$ cat src/rtl/core/ssd_pkg.sv
`default_nettype none

package ssd_pkg;

    // Display geometry
    localparam int NUM_POSITIONS = 5;
    localparam int POS_W         = 3;
    localparam int CODE_W        = 5;
    localparam int SEG_W         = 8;
    localparam int SEL_W         = 5;

    // Default depth of the command queue between front and back
    localparam int SSD_QUEUE_DEPTH = 4;

    // Operation codes carried on the input tuser
    localparam logic [1:0] OP_TICK = 2'd0;
    localparam logic [1:0] OP_SHOW = 2'd1;
    localparam logic [1:0] OP_RAW  = 2'd2;

    // Special glyph codes and marker values
    localparam logic [CODE_W-1:0] GLYPH_BLANK = 5'd16;
    localparam logic [CODE_W-1:0] GLYPH_MINUS = 5'd18;
    localparam logic [POS_W-1:0]  DOT_NONE    = 3'd5;
    localparam logic [POS_W-1:0]  LAST_POS    = 3'd4;
    localparam logic [2:0]        DOTS_MAX    = 3'd4;
    localparam logic [SEG_W-1:0]  DP_BIT      = 8'h80;
    localparam logic [SEL_W-1:0]  SEL_NONE    = 5'h1F;

    // Show-integer range limits
    localparam logic [15:0] POS_LIMIT = 16'd9999;
    localparam logic [15:0] NEG_LIMIT = 16'd999;

    // Command kinds handed from front to back
    typedef enum logic [1:0] {
        CMD_TICK,
        CMD_LOAD,
        CMD_NONE
    } cmd_kind_t;

    typedef struct packed {
        cmd_kind_t                    kind;
        logic                         invalid;
        logic [3:0][CODE_W-1:0]       codes;   // index 0 = ones position
        logic [POS_W-1:0]             dot;
        logic [2:0]                   dots;
    } cmd_t;

    // 20-entry font, codes past the end show blank
    function automatic logic [SEG_W-1:0] glyph(input logic [CODE_W-1:0] code);
        logic [SEG_W-1:0] seg;
        case (code)
            5'd0:    seg = 8'h3F;
            5'd1:    seg = 8'h06;
            5'd2:    seg = 8'h5B;
            5'd3:    seg = 8'h4F;
            5'd4:    seg = 8'h66;
            5'd5:    seg = 8'h6D;
            5'd6:    seg = 8'h7D;
            5'd7:    seg = 8'h27;
            5'd8:    seg = 8'h7F;
            5'd9:    seg = 8'h6F;
            5'd10:   seg = 8'h77;
            5'd11:   seg = 8'h7C;
            5'd12:   seg = 8'h39;
            5'd13:   seg = 8'h5E;
            5'd14:   seg = 8'h79;
            5'd15:   seg = 8'h71;
            5'd17:   seg = 8'hFF;
            5'd18:   seg = 8'h40;
            5'd19:   seg = 8'h76;
            default: seg = 8'h00;
        endcase
        return seg;
    endfunction

    // Active-low select per position; the dots position drives bit 4
    function automatic logic [SEL_W-1:0] select_line(input logic [POS_W-1:0] pos);
        logic [SEL_W-1:0] sel;
        case (pos)
            3'd0:    sel = 5'h17;
            3'd1:    sel = 5'h1B;
            3'd2:    sel = 5'h1D;
            3'd3:    sel = 5'h1E;
            3'd4:    sel = 5'h0F;
            default: sel = 5'h17;
        endcase
        return sel;
    endfunction

endpackage

`default_nettype wire

$ cat src/rtl/core/ssd_front.sv
`default_nettype none

module ssd_front (
    input  wire logic [1:0]                   op,
    input  wire logic [15:0]                  number,
    input  wire logic [ssd_pkg::CODE_W-1:0]   code_ones,
    input  wire logic [ssd_pkg::CODE_W-1:0]   code_tens,
    input  wire logic [ssd_pkg::CODE_W-1:0]   code_hundreds,
    input  wire logic [ssd_pkg::CODE_W-1:0]   code_thousands,
    input  wire logic [ssd_pkg::POS_W-1:0]    dot_position,
    input  wire logic [2:0]                   dots_pattern,
    output ssd_pkg::cmd_t                     cmd
);
    import ssd_pkg::*;

    logic        neg;
    logic [15:0] abs_val;
    logic        out_of_range;
    logic [13:0] mag;
    logic [29:0] prod10;
    logic [26:0] prod100;
    logic [27:0] prod1000;
    logic [9:0]  q10;
    logic [6:0]  q100;
    logic [3:0]  q1000;
    logic [3:0]  d0, d1, d2, d3;
    logic [CODE_W-1:0] c1, c2, c3;

    // Magnitude and range check
    assign neg          = number[15];
    assign abs_val      = neg ? (16'd0 - number) : number;
    assign out_of_range = neg ? (abs_val > NEG_LIMIT) : (abs_val > POS_LIMIT);
    assign mag          = abs_val[13:0];

    // Decimal digits by reciprocal multiplication, exact for values below 10000
    assign prod10   = 30'(mag) * 30'd52429;
    assign prod100  = 27'(mag) * 27'd5243;
    assign prod1000 = 28'(mag) * 28'd8389;
    assign q10      = prod10[28:19];
    assign q100     = prod100[25:19];
    assign q1000    = prod1000[26:23];

    assign d0 = 4'(mag - 14'(q10) * 14'd10);
    assign d1 = 4'(q10 - 10'(q100) * 10'd10);
    assign d2 = 4'(q100 - 7'(q1000) * 7'd10);
    assign d3 = q1000;

    // Leading-zero blanking, minus sign in the leftmost position
    assign c1 = (mag >= 14'd10)   ? CODE_W'(d1) : GLYPH_BLANK;
    assign c2 = (mag >= 14'd100)  ? CODE_W'(d2) : GLYPH_BLANK;
    assign c3 = (mag >= 14'd1000) ? CODE_W'(d3) : (neg ? GLYPH_MINUS : GLYPH_BLANK);

    // Classify the beat
    always_comb begin
        cmd.kind    = CMD_NONE;
        cmd.invalid = 1'b0;
        cmd.codes   = {code_thousands, code_hundreds, code_tens, code_ones};
        cmd.dot     = dot_position;
        cmd.dots    = dots_pattern;
        case (op)
            OP_TICK: begin
                cmd.kind = CMD_TICK;
            end
            OP_SHOW: begin
                if (out_of_range) begin
                    cmd.invalid = 1'b1;
                end else begin
                    cmd.kind  = CMD_LOAD;
                    cmd.codes = {c3, c2, c1, CODE_W'(d0)};
                    cmd.dot   = DOT_NONE;
                    cmd.dots  = 3'd0;
                end
            end
            OP_RAW: begin
                cmd.kind = CMD_LOAD;
            end
            default: begin
                cmd.kind = CMD_NONE;
            end
        endcase
    end

endmodule

`default_nettype wire

$ cat src/rtl/core/ssd_queue.sv
`default_nettype none

module ssd_queue #(
    parameter int DEPTH = ssd_pkg::SSD_QUEUE_DEPTH
) (
    input  wire logic           aclk,
    input  wire logic           aresetn,
    input  wire logic           push,
    input  wire ssd_pkg::cmd_t  push_cmd,
    output logic                full,
    input  wire logic           pop,
    output ssd_pkg::cmd_t       pop_cmd,
    output logic                not_empty
);
    import ssd_pkg::*;

    localparam int PTR_W = $clog2(DEPTH);
    localparam int CNT_W = $clog2(DEPTH + 1);

    cmd_t             entries_reg [DEPTH];
    logic [PTR_W-1:0] wr_ptr_reg, wr_ptr_next;
    logic [PTR_W-1:0] rd_ptr_reg, rd_ptr_next;
    logic [CNT_W-1:0] count_reg, count_next;

    assign full      = (count_reg == CNT_W'(DEPTH));
    assign not_empty = (count_reg != '0);
    assign pop_cmd   = entries_reg[rd_ptr_reg];

    // Pointer and fill-count update
    always_comb begin
        wr_ptr_next = wr_ptr_reg;
        rd_ptr_next = rd_ptr_reg;
        count_next  = count_reg;
        if (push) begin
            wr_ptr_next = (wr_ptr_reg == PTR_W'(DEPTH - 1)) ? '0 : wr_ptr_reg + 1'b1;
        end
        if (pop) begin
            rd_ptr_next = (rd_ptr_reg == PTR_W'(DEPTH - 1)) ? '0 : rd_ptr_reg + 1'b1;
        end
        if (push && !pop) begin
            count_next = count_reg + 1'b1;
        end else if (pop && !push) begin
            count_next = count_reg - 1'b1;
        end
    end

    always_ff @(posedge aclk) begin
        if (!aresetn) begin
            wr_ptr_reg <= '0;
            rd_ptr_reg <= '0;
            count_reg  <= '0;
        end else begin
            wr_ptr_reg <= wr_ptr_next;
            rd_ptr_reg <= rd_ptr_next;
            count_reg  <= count_next;
        end
    end

    // Entry storage
    always_ff @(posedge aclk) begin
        if (push) begin
            entries_reg[wr_ptr_reg] <= push_cmd;
        end
    end

endmodule

`default_nettype wire

$ cat src/rtl/core/ssd_back.sv
`default_nettype none

module ssd_back (
    input  wire logic                        aclk,
    input  wire logic                        aresetn,
    input  wire logic                        cmd_valid,
    input  wire ssd_pkg::cmd_t               cmd,
    output logic                             cmd_pop,
    output logic                             out_valid,
    input  wire logic                        out_ready,
    output logic [ssd_pkg::SEL_W-1:0]        out_select,
    output logic [ssd_pkg::SEG_W-1:0]        out_segments,
    output logic                             out_invalid
);
    import ssd_pkg::*;

    logic [SEG_W-1:0] patterns_reg [NUM_POSITIONS];
    logic [SEG_W-1:0] patterns_next [NUM_POSITIONS];
    logic [POS_W-1:0] scan_reg, scan_next, scan_eff;
    logic             valid_reg, valid_next;
    logic [SEL_W-1:0] sel_reg, sel_next;
    logic [SEG_W-1:0] seg_reg, seg_next;
    logic             inv_reg, inv_next;

    assign cmd_pop      = cmd_valid && (!valid_reg || out_ready);
    assign out_valid    = valid_reg;
    assign out_select   = sel_reg;
    assign out_segments = seg_reg;
    assign out_invalid  = inv_reg;

    assign scan_eff = (scan_reg > LAST_POS) ? '0 : scan_reg;

    // Execute one command per popped beat
    always_comb begin
        patterns_next = patterns_reg;
        scan_next     = scan_reg;
        valid_next    = valid_reg && !out_ready;
        sel_next      = sel_reg;
        seg_next      = seg_reg;
        inv_next      = inv_reg;
        if (cmd_pop) begin
            valid_next = 1'b1;
            sel_next   = SEL_NONE;
            seg_next   = '0;
            inv_next   = cmd.invalid;
            case (cmd.kind)
                CMD_TICK: begin
                    sel_next  = select_line(scan_eff);
                    seg_next  = patterns_reg[scan_eff];
                    scan_next = (scan_eff == LAST_POS) ? '0 : scan_eff + 1'b1;
                end
                CMD_LOAD: begin
                    for (int i = 0; i < 4; i++) begin
                        patterns_next[i] = glyph(cmd.codes[i]);
                    end
                    patterns_next[NUM_POSITIONS-1] =
                        (cmd.dots <= DOTS_MAX) ? SEG_W'(cmd.dots) : '0;
                    for (int i = 0; i < NUM_POSITIONS; i++) begin
                        if (cmd.dot == POS_W'(i)) begin
                            patterns_next[i] = patterns_next[i] | DP_BIT;
                        end
                    end
                end
                default: begin
                    sel_next = SEL_NONE;
                end
            endcase
        end
    end

    always_ff @(posedge aclk) begin
        if (!aresetn) begin
            for (int i = 0; i < NUM_POSITIONS; i++) begin
                patterns_reg[i] <= '0;
            end
            scan_reg  <= '0;
            valid_reg <= 1'b0;
        end else begin
            patterns_reg <= patterns_next;
            scan_reg     <= scan_next;
            valid_reg    <= valid_next;
        end
    end

    // Result payload
    always_ff @(posedge aclk) begin
        sel_reg <= sel_next;
        seg_reg <= seg_next;
        inv_reg <= inv_next;
    end

endmodule

`default_nettype wire

$ cat src/rtl/core/seven_segment_mux_display.sv
// Driver for a four-digit multiplexed seven-segment display plus a fifth
// position for indicator dots. Every input beat gives exactly one output beat,
// in order. The beat kind travels on s_axis_tuser: a scan tick returns the
// active-low select and segment byte of the current position and moves to the
// next one; a show-integer beat loads a signed decimal number (leading zeros
// blanked, minus sign leftmost, range -999 to 9999, otherwise the display is
// kept and tuser of the result flags it); a raw beat loads four font codes, a
// decimal-point position and a dots pattern. Loads return select 0x1F and
// segments 0. The block takes one beat per clock when the output is drained;
// a result passes a queue entry and then the output register: decoding and
// decimal conversion happen on entry, a small command queue (QUEUE_DEPTH
// beats) absorbs output stalls, and the executing stage holds the result in
// an output register.
`default_nettype none

module seven_segment_mux_display #(
    parameter int QUEUE_DEPTH = ssd_pkg::SSD_QUEUE_DEPTH
) (
    input  wire logic        aclk,
    input  wire logic        aresetn,
    input  wire logic        s_axis_tvalid,
    output logic             s_axis_tready,
    // number[15:0], code_ones[20:16], code_tens[25:21], code_hundreds[30:26],
    // code_thousands[35:31], dot_position[38:36], dots_pattern[41:39], zeros
    input  wire logic [47:0] s_axis_tdata,
    // operation[1:0]
    input  wire logic [1:0]  s_axis_tuser,
    output logic             m_axis_tvalid,
    input  wire logic        m_axis_tready,
    // select_n[4:0], segments[12:5], zeros
    output logic [15:0]      m_axis_tdata,
    // invalid[0]
    output logic [0:0]       m_axis_tuser
);
    import ssd_pkg::*;

    cmd_t             front_cmd;
    cmd_t             queue_cmd;
    logic             queue_full;
    logic             queue_valid;
    logic             queue_pop;
    logic             push;
    logic [SEL_W-1:0] res_select;
    logic [SEG_W-1:0] res_segments;
    logic             res_invalid;

    assign s_axis_tready = !queue_full;
    assign push          = s_axis_tvalid && s_axis_tready;

    // Decode and decimal conversion
    ssd_front u_front (
        .op             (s_axis_tuser),
        .number         (s_axis_tdata[15:0]),
        .code_ones      (s_axis_tdata[20:16]),
        .code_tens      (s_axis_tdata[25:21]),
        .code_hundreds  (s_axis_tdata[30:26]),
        .code_thousands (s_axis_tdata[35:31]),
        .dot_position   (s_axis_tdata[38:36]),
        .dots_pattern   (s_axis_tdata[41:39]),
        .cmd            (front_cmd)
    );

    // Command queue
    ssd_queue #(
        .DEPTH (QUEUE_DEPTH)
    ) u_queue (
        .aclk      (aclk),
        .aresetn   (aresetn),
        .push      (push),
        .push_cmd  (front_cmd),
        .full      (queue_full),
        .pop       (queue_pop),
        .pop_cmd   (queue_cmd),
        .not_empty (queue_valid)
    );

    // Display state and result register
    ssd_back u_back (
        .aclk         (aclk),
        .aresetn      (aresetn),
        .cmd_valid    (queue_valid),
        .cmd          (queue_cmd),
        .cmd_pop      (queue_pop),
        .out_valid    (m_axis_tvalid),
        .out_ready    (m_axis_tready),
        .out_select   (res_select),
        .out_segments (res_segments),
        .out_invalid  (res_invalid)
    );

    assign m_axis_tdata = {3'b000, res_segments, res_select};
    assign m_axis_tuser = res_invalid;

endmodule

`default_nettype wire
$ cat config.mk
export PLATFORM = sky130hd
export DESIGN_NAME = seven_segment_mux_display
export DESIGN_NICKNAME = d
export VERILOG_FILES = /design/src/rtl/core/ssd_pkg.sv /design/src/rtl/core/ssd_front.sv /design/src/rtl/core/ssd_queue.sv /design/src/rtl/core/ssd_back.sv /design/src/rtl/core/seven_segment_mux_display.sv
export SDC_FILE = /design/constraint.sdc
export NUM_CORES = 1
export LEC_CHECK = 0
export ABC_AREA = 1
export BUFFER_PORTS_ARGS = -buffer_cell sky130_fd_sc_hd__buf_4
export CORE_MARGIN = 1.5
export CORE_UTILIZATION = 55
export CTS_BUF_LIST = sky130_fd_sc_hd__clkbuf_4 sky130_fd_sc_hd__clkbuf_8
export DETAILED_ROUTE_END_ITERATION = 10
export PLACE_DENSITY = 0.74
export SLEW_MARGIN = 20
export SYNTH_ARGS = -nofsm -noshare
export SYNTH_HDL_FRONTEND = slang
export SYNTH_SLANG_ARGS = --single-unit
export TNS_END_PERCENT = 5
$ cat constraint.sdc
create_clock -name aclk -period 14.08 [get_ports aclk]
set_clock_uncertainty 0.05 [all_clocks]
set_input_delay 2.112 -clock aclk [delete_from_list [all_inputs] [get_ports aclk]]
set_output_delay 2.112 -clock aclk [all_outputs]
set_load 0.005 [all_outputs]
==> results.py <==
metrics = {
    "outcome": {
        "status": "completed",
    },
    "final_layout": {
        "mostFrequentLayoutCells": "434 x inv_1, 351 x nand2_1, 282 x ha_1",
        "area_delta_synth_final_pct": 7.72,
        "fillers": 2761,
        "layout_commonest_cell": "inv_1",
        "largest_reg_flops": 116,
        "num_antenna_cells": 0,
        "final_nets": 2589,
        "drive_above_1_share_pct": 7.64,
    },
    "floorplan": {
        "rows": 65,
        "die_area_sq_um": 33500,
        "pin_count": 73,
        "core_sq_um": 31700,
        "initial_core_util_pct": 56.1,
        "die_w_um": 183,
        "die_h_um": 183,
    },
    "flow_run": {
        "maxCapViolations": 0,
    },
    "timing": {
        "totalNegativeSetupSlack_ns": 0,
        "rsz0062_at_grt": "false",
        "max_freq_ghz": 0.101,
        "setup_violations": 0,
        "slew_headroom_pct": 36.3,
        "finalHoldViolations": 0,
        "worst-slew-pin-transition_ns": 0.955,
        "timing.final.crit_period_ns": 9.92,
        "fin_crit_sh_pct": 70.5,
        "whs_ns": 0.412,
        "slew_violations": 0,
        "setup_ws_ns": 4.16,
    },
    "global_routing": {
        "overflow": 0,
        "antenna_found_initial": 0,
        "gr-usage-all-layers_pct": 26.7,
        "grt_pass1_wl_mm": 69.2,
        "grt_max_degree": 59,
        "grt_pass1_vias": 13700,
    },
    "clock_tree": {
        "clock_path_buffers": 2,
        "root_buffer": "clkbuf_8",
        "hold_buffers": 0,
        "htree_num_levels": 4,
        "insertion_delay_ns": 0.46,
        "postCtsSetupBuffers": 0,
        "cts-resized-gates": 0,
        "clk_pin_slew_ns": 0.09,
        "cts_tree": "built",
        "cts_num_sinks": 179,
        "cts-buffers-inserted": 17,
    },
    "logic_synthesis": {
        "async_flop_share_pct": 0,
        "ys_seq_elements": 179,
        "synth_top_area_cell": "edfxtp_1",
        "synthDistinctLibCells": 59,
        "seq_area_frac_synth_pct": 27.4,
        "synthCells": 2060,
        "synth_area_leaders": "edfxtp_1 22%, ha_1 20%, fa_1 15%, inv_1 9.1%, nand2_1 7.4%",
        "netlist.area_leader.share_pct": 21.9,
        "synth_ff_type": "edfxtp_1",
        "syn_area_per_cell_sq_um": 8.64,
        "synth_area_sq_um": 17800,
        "synth_edf_count": 130,
        "yosysWarnings": 0,
    },
    "worst_setup_path": {
        "crit_required_ns": 14.24,
        "slowest_stage": "fa_1",
        "slowest_delay_ns": 0.57,
        "setup.worst_path.end": "u_queue.entries_reg[3][14]$_DFFE_PP_",
        "end_kind": "flop",
        "critPathKind": "in -> reg",
        "path_max_fanout": 12,
        "start_kind": "input pin",
        "worstPathArrival_ns": 10.08,
        "r2r_cells": 10,
        "rr_endpoint": "u_back.patterns_reg[39]$_SDFFE_PN0P_",
        "crit_top_cell": "nand2_1",
        "r2r_setup_slack_ns": 10.63,
        "setup.worst_path.start": "s_axis_tdata[0]",
    },
    "placed_design": {
        "post-place-ws_ns": 3.79,
        "dpl.hpwl_mm": 34.3,
        "place_congestion": 0.951,
        "io_buffers": 63,
    },
    "hold_path": {
        "min_path_type": "reg -> reg",
        "hold_path_startpoint": "u_back.patterns_reg[1]$_SDFFE_PN0P_",
    },
    "route": {
        "wl_mm": 43.2,
        "dr.first_iter.drc_count": 998,
        "wire_per_inst_um": 17.0,
        "vias": 13800,
        "viasPerCell": 5.43,
        "drc": 0,
        "postRouteAntennaNets": 0,
        "firstDrtPassIters": 5,
    },
}
[area by class of cell]
cell class              instances  area (sq um)  share of cell area, %
repair buffers                 79           593                   3.09
multi-input cells            1401         11100                   57.7
flip-flops and latches        179          4890                   25.5
clock buffers                  22           284                   1.48
inverters                     443          1670                   8.70
well taps                     402           503                   2.62
clock inverters                10           181                  0.946
[cell usage after synthesis (2+ instances only)]
cell type and instances:
o22ai_1 4, nand2_1 351, a32o_1 5, o211ai_1 16, inv_1 434, clkbuf_1 12, o21ai_1 6, nand3b_1 3
buf_4 3, nor3_1 15, edfxtp_1 130, o21ai_0 115, nand3_2 3, or2_2 7, o31ai_1 4, nor2_2 6
nor4_1 3, nor2_1 112, o21bai_1 8, a221oi_1 10, or2_1 2, ha_1 282, nand3_1 65, a211oi_1 7
buf_1 2, a31o_2 2, fa_1 132, a32oi_1 13, inv_2 7, xnor2_1 8, buf_2 19, xor2_1 20
o32ai_1 3, a31oi_1 3, dfxtp_1 49, nand2_2 10, buf_6 2, a21o_1 5, a21oi_1 143, o21ai_2 4
o21a_1 3, nand4_1 15
[stage by stage]
step | utilization [%] | cell area, sq um | std cells
2_1_floorplan | - | 17800 | 2062
3_3_place_gp | 59.0 | 18700 | 2504
3_5_place_dp | 59.0 | 18700 | 2504
4_1_cts | 60.5 | 19200 | 2536
5_1_grt | 60.5 | 19200 | 2536
6_report | 60.5 | 19200 | 2536
[cell families after synthesis]
logic type               Yosys count  share of synthesized area (%)
AND/OR/NAND/NOR                  599                           14.2
buffers and inverters            482                           10.5
adder cells (fa/ha/maj)          414                           34.7
AO/OA/AOI/OAI                    356                           11.6
flip-flops                       179                           27.4
XOR/XNOR                          29                           1.50
other                              1                         0.0211
[worst min path at each step]
stage                                                      to  slack, ns  cells after the start
final                     u_back.patterns_reg[1]$_SDFFE_PN0P_       0.41                      2
after global routing      u_back.patterns_reg[1]$_SDFFE_PN0P_       0.43                      2
after CTS                 u_back.patterns_reg[1]$_SDFFE_PN0P_       0.41                      2
after detailed placement  u_back.patterns_reg[1]$_SDFFE_PN0P_       0.40                      2
after global placement    u_back.patterns_reg[1]$_SDFFE_PN0P_       0.39                      2
after floorplan           u_back.patterns_reg[1]$_SDFFE_PN0P_       0.38                      2
[layer usage]
metal / vias up / GRT usage (%) / part of all wire (%)
li1: 6832 / - / -
met1: 6517 / 33.0 / 42
met2: 338 / 46.9 / 49
met3: 82 / 3.53 / 4.5
met4: 0 / 11.7 / 4.0
met5: - / 0 / 0
[critical path: cells and delay by family]
| kind | cells | cell delay [ns] |
|---|---|---|
| adders and majority gates | 8 | 3.38 |
| and+or+nand+nor | 16 | 2.00 |
| xor gates and xnor gates | 4 | 1.33 |
| buffers and inverters | 9 | 1.21 |
Power is not shown: default switching activity piles up to over one toggle a cycle in this logic, so the estimate is an artifact.
